## src/pdsd_pkg.sv

```systemverilog
package pdsd_pkg;

    localparam int ELEM_W   = 6;
    localparam int ELEM_N   = 1 << ELEM_W;
    localparam int BRIGHT_W = 8;
    localparam int TIME_W   = 32;
    localparam int COLON_W  = 4;
    localparam int DOT_IDX_W = 2;
    localparam int DIV_CNT_W = $clog2(TIME_W);
    localparam int FUNC_W   = 3;

    // first colon dot element
    localparam logic [ELEM_W-1:0] DOT_BASE = 6'd60;

    localparam logic [BRIGHT_W-1:0] LEVELS_RESET = 8'd16;

    localparam logic [FUNC_W-1:0] FN_SET_BRIGHT  = 3'd0;
    localparam logic [FUNC_W-1:0] FN_SET_SLOT    = 3'd1;
    localparam logic [FUNC_W-1:0] FN_TICK        = 3'd2;
    localparam logic [FUNC_W-1:0] FN_READ_BRIGHT = 3'd3;
    localparam logic [FUNC_W-1:0] FN_FILL        = 3'd4;

    localparam logic RK_SHIFT = 1'b0;
    localparam logic RK_READ  = 1'b1;

    typedef enum logic [2:0] {
        ST_IDLE,
        ST_DIV,
        ST_SCAN,
        ST_EMIT,
        ST_READ
    } t_state;

endpackage

```

## src/pdsd_in_if.sv

```systemverilog
interface pdsd_in_if;
    logic                            valid;
    logic                            ready;
    logic [pdsd_pkg::FUNC_W-1:0]     func;
    logic [pdsd_pkg::ELEM_W-1:0]     element_index;
    logic [pdsd_pkg::BRIGHT_W-1:0]   brightness;
    logic [pdsd_pkg::ELEM_W-1:0]     pin_slot;
    logic [pdsd_pkg::TIME_W-1:0]     time_ms;

    modport source (
        output valid, func, element_index, brightness, pin_slot, time_ms,
        input  ready
    );
    modport sink (
        input  valid, func, element_index, brightness, pin_slot, time_ms,
        output ready
    );
endinterface

```

## src/pdsd_out_if.sv

```systemverilog
interface pdsd_out_if;
    logic                            valid;
    logic                            ready;
    logic                            result_kind;
    logic                            serial_bit;
    logic                            last;
    logic [pdsd_pkg::COLON_W-1:0]    colon_levels;
    logic [pdsd_pkg::BRIGHT_W-1:0]   read_value;

    modport source (
        output valid, result_kind, serial_bit, last, colon_levels, read_value,
        input  ready
    );
    modport sink (
        input  valid, result_kind, serial_bit, last, colon_levels, read_value,
        output ready
    );
endinterface

```

## src/pdsd_cfg_if.sv

```systemverilog
interface pdsd_cfg_if;
    logic                            valid;
    logic                            ready;
    logic [pdsd_pkg::BRIGHT_W-1:0]   data;

    modport source (
        output valid, data,
        input  ready
    );
    modport sink (
        input  valid, data,
        output ready
    );
endinterface

```

## src/pwm_display_shift_driver.sv

```systemverilog
// software pwm driver for a display of shifted digit cathodes and direct colon dots.
// brightness per element and the slot map per digit live in two block rams; both give
// their read data from a register in the cycle after the address. set brightness, set
// slot and fill are done as they are taken and leave the block idle; fill only records
// the value and drops the per-element written flags, so any element not written since
// reads back the fill value (reset acts as a fill with zero). a read answer passes from
// the ram register into the output register once that is free. a tick first forms
// time_ms mod levels (one remainder bit per cycle), then scans both rams through their
// single read port, then sends one shift bit at a time while the sink takes it. no new
// item is taken before the last bit of a tick or the read answer sits in the output
// register; that register then lets the next item in while it waits.
module pwm_display_shift_driver #(
    parameter int TUBES           = 6,
    parameter int DIGITS_PER_TUBE = 10,
    parameter int COLONS          = 2,
    parameter int DOTS_PER_COLON  = 2
) (
    input  logic        i_clk,
    input  logic        i_rst_n,
    pdsd_in_if.sink     i_in,
    pdsd_out_if.source  o_out,
    pdsd_cfg_if.sink    i_cfg
);

    // element counts
    localparam int NDIG = TUBES * DIGITS_PER_TUBE;
    localparam int NDOT = COLONS * DOTS_PER_COLON;
    // slot numbers and slot ram addresses
    localparam int SAW  = (NDIG > 1) ? $clog2(NDIG) : 1;
    localparam int SN   = 1 << SAW;

    localparam logic [pdsd_pkg::ELEM_W-1:0] LAST_DIGIT = pdsd_pkg::ELEM_W'(NDIG - 1);
    localparam logic [pdsd_pkg::ELEM_W-1:0] LAST_DOT   =
        pdsd_pkg::ELEM_W'(int'(pdsd_pkg::DOT_BASE) + NDOT - 1);

    pdsd_pkg::t_state r_state, n_state;

    // configuration
    logic [pdsd_pkg::BRIGHT_W-1:0] r_levels;

    // brightness written flags and the value for unwritten entries
    logic [pdsd_pkg::ELEM_N-1:0]   r_bvalid, n_bvalid;
    logic [pdsd_pkg::BRIGHT_W-1:0] r_fill, n_fill;
    // slot map written flags, unwritten digits map to themselves
    logic [SN-1:0]                 r_svalid, n_svalid;

    // remainder unit
    logic [pdsd_pkg::BRIGHT_W-1:0]  r_rem, n_rem;
    logic [pdsd_pkg::BRIGHT_W-1:0]  r_per, n_per;
    logic [pdsd_pkg::TIME_W-1:0]    r_tsh, n_tsh;
    logic [pdsd_pkg::DIV_CNT_W-1:0] r_div_cnt, n_div_cnt;
    logic [pdsd_pkg::BRIGHT_W:0]    w_sh;
    logic [pdsd_pkg::BRIGHT_W:0]    w_sh_sub;

    // scan
    logic [pdsd_pkg::ELEM_W-1:0] r_addr, n_addr;
    logic                        r_issue, n_issue;
    logic                        r_p_valid, n_p_valid;
    logic [pdsd_pkg::ELEM_W-1:0] r_q_addr;
    logic [NDIG-1:0]             r_slot_vec, n_slot_vec;
    logic [pdsd_pkg::COLON_W-1:0] r_colons, n_colons;
    logic [SAW-1:0]              r_bit, n_bit;
    logic                        r_rd_ok, n_rd_ok;

    // output register
    logic                          r_o_valid, n_o_valid;
    logic                          r_o_kind, n_o_kind;
    logic                          r_o_bit, n_o_bit;
    logic                          r_o_last, n_o_last;
    logic [pdsd_pkg::COLON_W-1:0]  r_o_colons, n_o_colons;
    logic [pdsd_pkg::BRIGHT_W-1:0] r_o_read, n_o_read;

    // ram ports
    logic [pdsd_pkg::ELEM_W-1:0]   w_raddr;
    logic                          w_b_we;
    logic [pdsd_pkg::BRIGHT_W-1:0] w_bq;
    logic                          w_s_we;
    logic [SAW-1:0]                w_sq;

    // decoded values
    logic                          w_accept;
    logic                          w_out_free;
    logic                          w_in_digit;
    logic                          w_in_elem;
    logic                          w_slot_ok;
    logic [pdsd_pkg::BRIGHT_W-1:0] w_bright;
    logic [SAW-1:0]                w_slot;
    logic [pdsd_pkg::ELEM_W-1:0]   w_dot_off;
    logic [pdsd_pkg::DOT_IDX_W-1:0] w_dot;
    logic [pdsd_pkg::ELEM_W-1:0]   w_in_dot_off;

    assign i_cfg.ready = 1'b1;
    assign i_in.ready  = (r_state == pdsd_pkg::ST_IDLE);
    assign w_accept    = i_in.valid && (r_state == pdsd_pkg::ST_IDLE);
    assign w_out_free  = !r_o_valid || o_out.ready;

    assign o_out.valid        = r_o_valid;
    assign o_out.result_kind  = r_o_kind;
    assign o_out.serial_bit   = r_o_bit;
    assign o_out.last         = r_o_last;
    assign o_out.colon_levels = r_o_colons;
    assign o_out.read_value   = r_o_read;

    // element classification of the incoming item
    assign w_in_dot_off = i_in.element_index - pdsd_pkg::DOT_BASE;
    assign w_in_digit   = i_in.element_index < pdsd_pkg::ELEM_W'(NDIG);
    assign w_in_elem    = w_in_digit ||
                          (i_in.element_index >= pdsd_pkg::DOT_BASE &&
                           w_in_dot_off < pdsd_pkg::ELEM_W'(NDOT));
    assign w_slot_ok    = w_in_digit && (i_in.pin_slot < pdsd_pkg::ELEM_W'(NDIG));

    // one read address for both rams: the item's element when idle, else the scan pointer
    assign w_raddr = (r_state == pdsd_pkg::ST_IDLE) ? i_in.element_index : r_addr;

    assign w_b_we = w_accept && (i_in.func == pdsd_pkg::FN_SET_BRIGHT) && w_in_elem;
    assign w_s_we = w_accept && (i_in.func == pdsd_pkg::FN_SET_SLOT) && w_slot_ok;

    pdsd_ram #(
        .WIDTH (pdsd_pkg::BRIGHT_W),
        .DEPTH (pdsd_pkg::ELEM_N)
    ) u_bright_ram (
        .i_clk   (i_clk),
        .i_we    (w_b_we),
        .i_waddr (i_in.element_index),
        .i_wdata (i_in.brightness),
        .i_raddr (w_raddr),
        .o_rdata (w_bq)
    );

    pdsd_ram #(
        .WIDTH (SAW),
        .DEPTH (NDIG)
    ) u_slot_ram (
        .i_clk   (i_clk),
        .i_we    (w_s_we),
        .i_waddr (i_in.element_index[SAW-1:0]),
        .i_wdata (i_in.pin_slot[SAW-1:0]),
        .i_raddr (w_raddr[SAW-1:0]),
        .o_rdata (w_sq)
    );

    // ram data with the written flags applied, for the address read last cycle
    assign w_bright  = r_bvalid[r_q_addr] ? w_bq : r_fill;
    assign w_slot    = r_svalid[r_q_addr[SAW-1:0]] ? w_sq : r_q_addr[SAW-1:0];
    assign w_dot_off = r_q_addr - pdsd_pkg::DOT_BASE;
    assign w_dot     = w_dot_off[pdsd_pkg::DOT_IDX_W-1:0];

    // one restoring remainder step, the remainder stays below the period
    assign w_sh     = {r_rem, r_tsh[pdsd_pkg::TIME_W-1]};
    assign w_sh_sub = w_sh - {1'b0, r_per};

    always_comb begin
        n_state    = r_state;
        n_bvalid   = r_bvalid;
        n_fill     = r_fill;
        n_svalid   = r_svalid;
        n_rem      = r_rem;
        n_per      = r_per;
        n_tsh      = r_tsh;
        n_div_cnt  = r_div_cnt;
        n_addr     = r_addr;
        n_issue    = r_issue;
        n_p_valid  = 1'b0;
        n_slot_vec = r_slot_vec;
        n_colons   = r_colons;
        n_bit      = r_bit;
        n_rd_ok    = r_rd_ok;
        n_o_valid  = r_o_valid && !o_out.ready;
        n_o_kind   = r_o_kind;
        n_o_bit    = r_o_bit;
        n_o_last   = r_o_last;
        n_o_colons = r_o_colons;
        n_o_read   = r_o_read;

        case (r_state)
            pdsd_pkg::ST_IDLE: begin
                n_addr = i_in.element_index;
                if (w_accept) begin
                    case (i_in.func)
                        pdsd_pkg::FN_SET_BRIGHT: begin
                            if (w_in_elem) begin
                                n_bvalid[i_in.element_index] = 1'b1;
                            end
                        end
                        pdsd_pkg::FN_SET_SLOT: begin
                            if (w_slot_ok) begin
                                n_svalid[i_in.element_index[SAW-1:0]] = 1'b1;
                            end
                        end
                        pdsd_pkg::FN_TICK: begin
                            // levels of zero counts as a period of one
                            n_per     = (r_levels == '0) ? pdsd_pkg::BRIGHT_W'(1) : r_levels;
                            n_rem     = '0;
                            n_tsh     = i_in.time_ms;
                            n_div_cnt = pdsd_pkg::DIV_CNT_W'(pdsd_pkg::TIME_W - 1);
                            n_state   = pdsd_pkg::ST_DIV;
                        end
                        pdsd_pkg::FN_READ_BRIGHT: begin
                            n_rd_ok = w_in_elem;
                            n_state = pdsd_pkg::ST_READ;
                        end
                        pdsd_pkg::FN_FILL: begin
                            // every element now reads the fill value until written
                            n_bvalid = '0;
                            n_fill   = i_in.brightness;
                        end
                        default: begin
                        end
                    endcase
                end
            end

            pdsd_pkg::ST_DIV: begin
                n_rem = w_sh_sub[pdsd_pkg::BRIGHT_W] ? w_sh[pdsd_pkg::BRIGHT_W-1:0]
                                                     : w_sh_sub[pdsd_pkg::BRIGHT_W-1:0];
                n_tsh = {r_tsh[pdsd_pkg::TIME_W-2:0], 1'b0};
                n_div_cnt = r_div_cnt - 1'b1;
                if (r_div_cnt == '0) begin
                    // start the scan at digit zero with every slot dark
                    n_addr     = '0;
                    n_issue    = 1'b1;
                    n_slot_vec = '1;
                    n_colons   = '0;
                    n_state    = pdsd_pkg::ST_SCAN;
                end
            end

            pdsd_pkg::ST_SCAN: begin
                // issue side: digits, then jump to the colon dots
                if (r_issue) begin
                    n_p_valid = 1'b1;
                    if (r_addr == LAST_DOT) begin
                        n_issue = 1'b0;
                    end else if (r_addr == LAST_DIGIT) begin
                        n_addr = pdsd_pkg::DOT_BASE;
                    end else begin
                        n_addr = r_addr + 1'b1;
                    end
                end
                // data side: compare against the pwm phase held in r_rem
                if (r_p_valid) begin
                    if (w_bright > r_rem) begin
                        if (r_q_addr < pdsd_pkg::ELEM_W'(NDIG)) begin
                            n_slot_vec[w_slot] = 1'b0;
                        end else begin
                            n_colons[w_dot] = 1'b1;
                        end
                    end
                end else if (!r_issue) begin
                    n_bit   = SAW'(NDIG - 1);
                    n_state = pdsd_pkg::ST_EMIT;
                end
            end

            pdsd_pkg::ST_EMIT: begin
                // highest slot first, colon levels ride on the last bit
                if (w_out_free) begin
                    n_o_valid  = 1'b1;
                    n_o_kind   = pdsd_pkg::RK_SHIFT;
                    n_o_bit    = r_slot_vec[r_bit];
                    n_o_last   = (r_bit == '0);
                    n_o_colons = (r_bit == '0) ? r_colons : '0;
                    n_o_read   = '0;
                    if (r_bit == '0) begin
                        n_state = pdsd_pkg::ST_IDLE;
                    end else begin
                        n_bit = r_bit - 1'b1;
                    end
                end
            end

            pdsd_pkg::ST_READ: begin
                // r_addr holds the element, so the ram output stays put while stalled
                if (w_out_free) begin
                    n_o_valid  = 1'b1;
                    n_o_kind   = pdsd_pkg::RK_READ;
                    n_o_bit    = 1'b0;
                    n_o_last   = 1'b0;
                    n_o_colons = '0;
                    n_o_read   = r_rd_ok ? w_bright : '0;
                    n_state    = pdsd_pkg::ST_IDLE;
                end
            end

            default: begin
                n_state = pdsd_pkg::ST_IDLE;
            end
        endcase
    end

    always_ff @(posedge i_clk) begin
        if (!i_rst_n) begin
            r_state    <= pdsd_pkg::ST_IDLE;
        end else begin
            r_state    <= n_state;
        end
    end

    always_ff @(posedge i_clk) begin
        if (!i_rst_n) begin
            r_levels   <= pdsd_pkg::LEVELS_RESET;
            r_bvalid   <= '0;
            r_fill     <= '0;
            r_svalid   <= '0;
            r_div_cnt  <= '0;
            r_issue    <= 1'b0;
            r_p_valid  <= 1'b0;
            r_slot_vec <= '1;
            r_colons   <= '0;
            r_bit      <= '0;
            r_rd_ok    <= 1'b0;
            r_o_valid  <= 1'b0;
        end else begin
            if (i_cfg.valid) begin
                r_levels <= i_cfg.data;
            end
            r_bvalid   <= n_bvalid;
            r_fill     <= n_fill;
            r_svalid   <= n_svalid;
            r_div_cnt  <= n_div_cnt;
            r_issue    <= n_issue;
            r_p_valid  <= n_p_valid;
            r_slot_vec <= n_slot_vec;
            r_colons   <= n_colons;
            r_bit      <= n_bit;
            r_rd_ok    <= n_rd_ok;
            r_o_valid  <= n_o_valid;
        end
    end

    // payload registers
    always_ff @(posedge i_clk) begin
        r_rem      <= n_rem;
        r_per      <= n_per;
        r_tsh      <= n_tsh;
        r_addr     <= n_addr;
        r_q_addr   <= w_raddr;
        r_o_kind   <= n_o_kind;
        r_o_bit    <= n_o_bit;
        r_o_last   <= n_o_last;
        r_o_colons <= n_o_colons;
        r_o_read   <= n_o_read;
    end

endmodule

```

## src/pdsd_ram.sv

```systemverilog
module pdsd_ram #(
    parameter int WIDTH = 8,
    parameter int DEPTH = 64
) (
    input  logic                                  i_clk,
    input  logic                                  i_we,
    input  logic [((DEPTH > 1) ? $clog2(DEPTH) : 1)-1:0] i_waddr,
    input  logic [WIDTH-1:0]                      i_wdata,
    input  logic [((DEPTH > 1) ? $clog2(DEPTH) : 1)-1:0] i_raddr,
    output logic [WIDTH-1:0]                      o_rdata
);

    logic [WIDTH-1:0] r_mem [DEPTH];
    logic [WIDTH-1:0] r_q;

    always_ff @(posedge i_clk) begin
        if (i_we) begin
            r_mem[i_waddr] <= i_wdata;
        end
        r_q <= r_mem[i_raddr];
    end

    assign o_rdata = r_q;

endmodule

```

## src/flat_wrapper.sv

```systemverilog
// flat-port wrapper written by rule: the top's interface ports become plain ports
module pwm_display_shift_driver_flat 
#(
    parameter int TUBES           = 6,
    parameter int DIGITS_PER_TUBE = 10,
    parameter int COLONS          = 2,
    parameter int DOTS_PER_COLON  = 2
)
  (i_clk, i_rst_n, i_in_valid, i_in_func, i_in_element_index, i_in_brightness, i_in_pin_slot, i_in_time_ms, i_in_ready, o_out_valid, o_out_result_kind, o_out_serial_bit, o_out_last, o_out_colon_levels, o_out_read_value, o_out_ready, i_cfg_valid, i_cfg_data, i_cfg_ready);
  pdsd_in_if i_in_i ();
  pdsd_out_if o_out_i ();
  pdsd_cfg_if i_cfg_i ();
  input  logic i_clk;
  input  logic i_rst_n;
  input wire logic [$bits(i_in_i.valid)-1:0] i_in_valid;
  input wire logic [$bits(i_in_i.func)-1:0] i_in_func;
  input wire logic [$bits(i_in_i.element_index)-1:0] i_in_element_index;
  input wire logic [$bits(i_in_i.brightness)-1:0] i_in_brightness;
  input wire logic [$bits(i_in_i.pin_slot)-1:0] i_in_pin_slot;
  input wire logic [$bits(i_in_i.time_ms)-1:0] i_in_time_ms;
  output wire logic [$bits(i_in_i.ready)-1:0] i_in_ready;
  output wire logic [$bits(o_out_i.valid)-1:0] o_out_valid;
  output wire logic [$bits(o_out_i.result_kind)-1:0] o_out_result_kind;
  output wire logic [$bits(o_out_i.serial_bit)-1:0] o_out_serial_bit;
  output wire logic [$bits(o_out_i.last)-1:0] o_out_last;
  output wire logic [$bits(o_out_i.colon_levels)-1:0] o_out_colon_levels;
  output wire logic [$bits(o_out_i.read_value)-1:0] o_out_read_value;
  input wire logic [$bits(o_out_i.ready)-1:0] o_out_ready;
  input wire logic [$bits(i_cfg_i.valid)-1:0] i_cfg_valid;
  input wire logic [$bits(i_cfg_i.data)-1:0] i_cfg_data;
  output wire logic [$bits(i_cfg_i.ready)-1:0] i_cfg_ready;
  assign i_in_i.valid = i_in_valid;
  assign i_in_i.func = i_in_func;
  assign i_in_i.element_index = i_in_element_index;
  assign i_in_i.brightness = i_in_brightness;
  assign i_in_i.pin_slot = i_in_pin_slot;
  assign i_in_i.time_ms = i_in_time_ms;
  assign i_in_ready = i_in_i.ready;
  assign o_out_valid = o_out_i.valid;
  assign o_out_result_kind = o_out_i.result_kind;
  assign o_out_serial_bit = o_out_i.serial_bit;
  assign o_out_last = o_out_i.last;
  assign o_out_colon_levels = o_out_i.colon_levels;
  assign o_out_read_value = o_out_i.read_value;
  assign o_out_i.ready = o_out_ready;
  assign i_cfg_i.valid = i_cfg_valid;
  assign i_cfg_i.data = i_cfg_data;
  assign i_cfg_ready = i_cfg_i.ready;
  pwm_display_shift_driver #(.TUBES(TUBES), .DIGITS_PER_TUBE(DIGITS_PER_TUBE), .COLONS(COLONS), .DOTS_PER_COLON(DOTS_PER_COLON)) u_core (.i_clk(i_clk), .i_rst_n(i_rst_n), .i_in(i_in_i), .o_out(o_out_i), .i_cfg(i_cfg_i));
endmodule
```

## config.mk

```make
export PLATFORM = sky130hd
export DESIGN_NAME = pwm_display_shift_driver_flat
export DESIGN_NICKNAME = d
export VERILOG_FILES = /design/src/pdsd_pkg.sv /design/src/pdsd_in_if.sv /design/src/pdsd_out_if.sv /design/src/pdsd_cfg_if.sv /design/src/pwm_display_shift_driver.sv /design/src/pdsd_ram.sv /design/src/flat_wrapper.sv
export SDC_FILE = /design/constraint.sdc
export NUM_CORES = 2
export LEC_CHECK = 0
export BUFFER_PORTS_ARGS = -buffer_cell sky130_fd_sc_hd__buf_4
export CORE_AREA = 2 2 445 447
export CTS_BUF_LIST = sky130_fd_sc_hd__clkbuf_16
export CTS_CLUSTER_SIZE = 30
export DETAILED_ROUTE_END_ITERATION = 6
export DIE_AREA = 0 0 447 449
export PLACE_DENSITY = 0.45
export SLEW_MARGIN = 15
export SYNTH_ARGS = -nofsm -noshare
export SYNTH_HDL_FRONTEND = slang
export SYNTH_SLANG_ARGS = --single-unit
```

## constraint.sdc

```tcl
create_clock -name i_clk -period 4.74 [get_ports i_clk]
set_clock_uncertainty 0.15 [all_clocks]
set_input_delay 0.474 -clock i_clk [delete_from_list [all_inputs] [get_ports i_clk]]
set_output_delay 0.474 -clock i_clk [all_outputs]
set_load 0.02 [all_outputs]
```

==> flow_summary_export.csv <==
group,metric,value,unit
cts,htreeDepth,4,
power,ir_drop,495.4,uV
cts,clockRootBuffer,"clkbuf_16",
power,clockPowerShare,0.313,
cts,cts.sinks,1187,
timing,fin_tns_setup,0,ns
timing,maxSlewHeadroom,0.2584,
drt,drt_pass1_iterations,7,
worst_setup_path,path_max_fanout,14,
status,status,"finished clean",
cells_and_area,fill_cells,19938,
timing,setup_viol,0,
global_routing,grt_max_degree,127,
power,p_int,20600,uW
power,p_seq_frac,0.373,
synth,yosys.cell_count.top_type,"edfxtp_1",
worst_setup_path,critical_path_required,5.28,ns
drt,drc,0,
timing,timing_worst_slew_pin_value,1.104,ns
timing,period_minus_slack,4.490,ns
synth,syn_area,0.04868,mm^2
worst_setup_path,cpPeakStageDelay,0.51,ns
worst_setup_path,crit_arrival,5.03,ns
flow_run,drv_cap,0,
drt,detail-route-antenna-nets,0,
worst_setup_path,critPathSlowestCell,"mux4_2",
power,p_sw,11490,uW
synth,synth_area_leaders,"edfxtp_1 58%, dfxtp_1 10%, nand2_1 4.8%",
floorplanning,die_h,449,um
worst_setup_path,cp-start-kind,"register",
placement,io_buffers,84,
synth,ys_ff_latch,1187,
worst_setup_path,endpoint_kind,"register",
power,switching_share,0.3580,
floorplanning,io_pins,86,
cts,cts_buffer_depth,3,
worst_setup_path,crit_top_cell,"buf_4",
synth,synth_top_area_frac,0.5804,
synth,synth.top_cells.by_count,"941 x edfxtp_1, 628 x nand2_1, 302 x nor2_1",
synth,synth-seq-area-share,0.6816,
synth,synth_cell_types,73,
timing,final_max_slew_viol_count,0,
global_routing,grt_pass1_vias,30815,
drt,wl_per_cell,22.00,um
worst_hold_path,hp-class,"input port to register",
timing,fin_crit_sh,0.9473,
cells_and_area,nets,3940,
synth,synth_async_sr_flop_share,0,
timing,clock.fmax,0.2227,GHz
cts,clkTransAtPathRegs,0.06,ns
floorplanning,die_x,447,um
placement,dp_cells,6288,
cts,clkLatencyLatePin,0.79,ns
floorplanning,initial_utilization,0.2481,
global_routing,grt_pass1_wl,214600,um
synth,synth_flop_cell,"edfxtp_1",
placement,gp_congestion,0.8016,
cells_and_area,instances_no_fill,6603,
global_routing,antenna_found_initial,9,
power,p_leak,0.01960,uW
synth,yosysTopAreaCell,"edfxtp_1",
worst_setup_path,crit_type,"register to register",
synth,yosysWarnings,0,
cts,cts_buffers,135,
global_routing,overflow,0,
synth,syn_nets,3772,
cells_and_area,drive_gt1_frac,0.1434,
synth,syn_inst,3682,
timing,hold_violations,0,
power,power_density,556.6,mW/mm^2
drt,avgViaCountPerCell,4.675,
cells_and_area,syn2layout_area_growth,18.41,%
cts,cts_tree,"yes",
synth,syn_area_per_cell,13.22,um^2
floorplanning,rows,163,
global_routing,grt_use_total,0.1428,
floorplanning,die_area,0.2007,mm^2
synth,synth-edff-count,941,
placement,dp_hpwl,88990,um
power,p_comb_frac,0.314,
timing,rsz0062_at_grt,"false",
cts,cts_setup_buffers,0,
worst_setup_path,cp_cell_sequence,"buf_12 -> mux4_2 -> mux4_2 -> a211oi_1 -> buf_4 -> a21oi_2 -> buf_4 -> mux2_2 -> ha_1 -> nand4_1 -> o21ai_0 -> nor2_1 -> buf_4 -> o21ai_1 -> buf_4 -> a21oi_2 -> and3_1 -> nor3_1",
drt,routed_wl,145300,um
drt,via_count,30867,
floorplanning,core-area,0.1962,mm^2
drt,first_iter_violations,2500,
-- per-layer routing --
metal	track usage	vias up	share of wire
met5	0	-	0.00038
li1	-	14256	-
met3	0.02592	206	0.047
met1	0.1998	15710	0.47
met4	0.03991	8	0.022
met2	0.2252	687	0.46
-- stage by stage --
step | total power [uW] | util | cell area (um^2) | worst slack [ns] | hold WS, ns
after floorplan | 18430 | - | 48680 | 0.03981 | 0.2741
after global placement | 22330 | 0.2687 | 52720 | 0.06822 | 0.2876
after detailed placement | 22330 | 0.2687 | 52720 | 0.01538 | 0.2913
after CTS | 32520 | 0.2936 | 57610 | 0.01439 | 0.02187
after global routing | 33660 | 0.2938 | 57640 | 0.004424 | 0.08987
final | 32080 | 0.2938 | 57650 | 0.2496 | 0.09141
-- placed cells by master, fill, tap and decap left out, drive strengths merged, types with 9 or more instances in the layout --
cell type,n
edfxtp,941
nand2,628
nor2,303
dfxtp,246
buf,234
and3,206
a311oi,144
clkbuf,136
a211oi,112
nor3,93
mux4,91
o21a,86
inv,71
dlygate4sd3,65
mux2i,62
clkinv,59
nand3,48
a21oi,45
nor2b,32
a31oi,29
nor3b,21
a21boi,21
ha,21
nor4,21
and2,21
or4,16
a221oi,15
a22o,14
o221ai,14
o21ai,12
nand3b,11
a22oi,10
o22ai,10
or3,10
xnor2,9
xor2,9
-- state kept, by name (all words and copies together) (netlist names), 32 cells and up --
name,count
u_core.u_bright_ram.r_mem,512
u_core.r_bvalid,64
u_core.r_slot_vec,60
u_core.r_tsh,32
u_core.u_slot_ram.r_mem,360
u_core.r_svalid,64
-- final timing paths --
kind,start,cells past startpoint,to,slack [ns]
min reg2reg,u_core.r_svalid[62]$_SDFFE_PN0P_,1,u_core.r_svalid[62]$_SDFFE_PN0P_,0.31
min,i_in_func[1],5,u_core.r_bvalid[40]$_SDFFE_PN0P_,0.09
max reg2reg,u_core.r_q_addr[0]$_DFF_P_,18,u_core.r_slot_vec[53]$_SDFFE_PN1P_,0.25
max,u_core.r_q_addr[0]$_DFF_P_,18,u_core.r_slot_vec[53]$_SDFFE_PN1P_,0.25
-- power groups by stage --
stage	clock network [uW]	logic, uW	registers (uW)
floorplan	0	6430	12000
global placement	0	10100	12200
detailed placement	0	10200	12200
CTS	10300	10200	12000
global route	10700	10900	12000
finish	10100	10100	12000
-- worst max-delay path: cells and delay by family (launching register included) --
family | cells | cell delay (ns)
muxes | 3 | 1.26
and+or+nand+nor | 4 | 0.58
DFF | 1 | 0.41
AOI/OAI and AO/OA | 5 | 0.72
buffers and inverters | 5 | 0.95
adders and majority gates | 1 | 0.31
-- cells by family (layout without fill, tap and decap cells) --
family,count (synthesis),after routing,synth area share
AND/OR/NAND/NOR,1445,1445,0.1369
flip-flops,1187,1187,0.6816
other,1,3,0.00007703
XOR/XNOR,18,18,0.003238
multiplexers,161,161,0.05703
AO/OA/AOI/OAI,549,549,0.08718
adder cells (fa/ha/maj),22,22,0.005808
buffers and inverters,299,578,0.02824
-- cell type report --
type	instances	area [um^2]	share of cell area
Sequential cell	1187	33190	0.5757
Multi-Input combinational cell	2196	14210	0.2465
Clock buffer	136	3403	0.05904
Tap cell	2640	3303	0.05730
Timing Repair Buffer	299	2570	0.04458
Clock inverter	112	829.5	0.01439
Inverter	31	140.1	0.002431
Antenna cell	2	5.005	0.00008682
-- timing repair --
action	CTS	global route
hold buffers	65	0
endpoints found under the setup margin	0	31
hold endpoints to repair	58	0
gates resized for setup	0	9
Power figures use the tool's default switching activity.
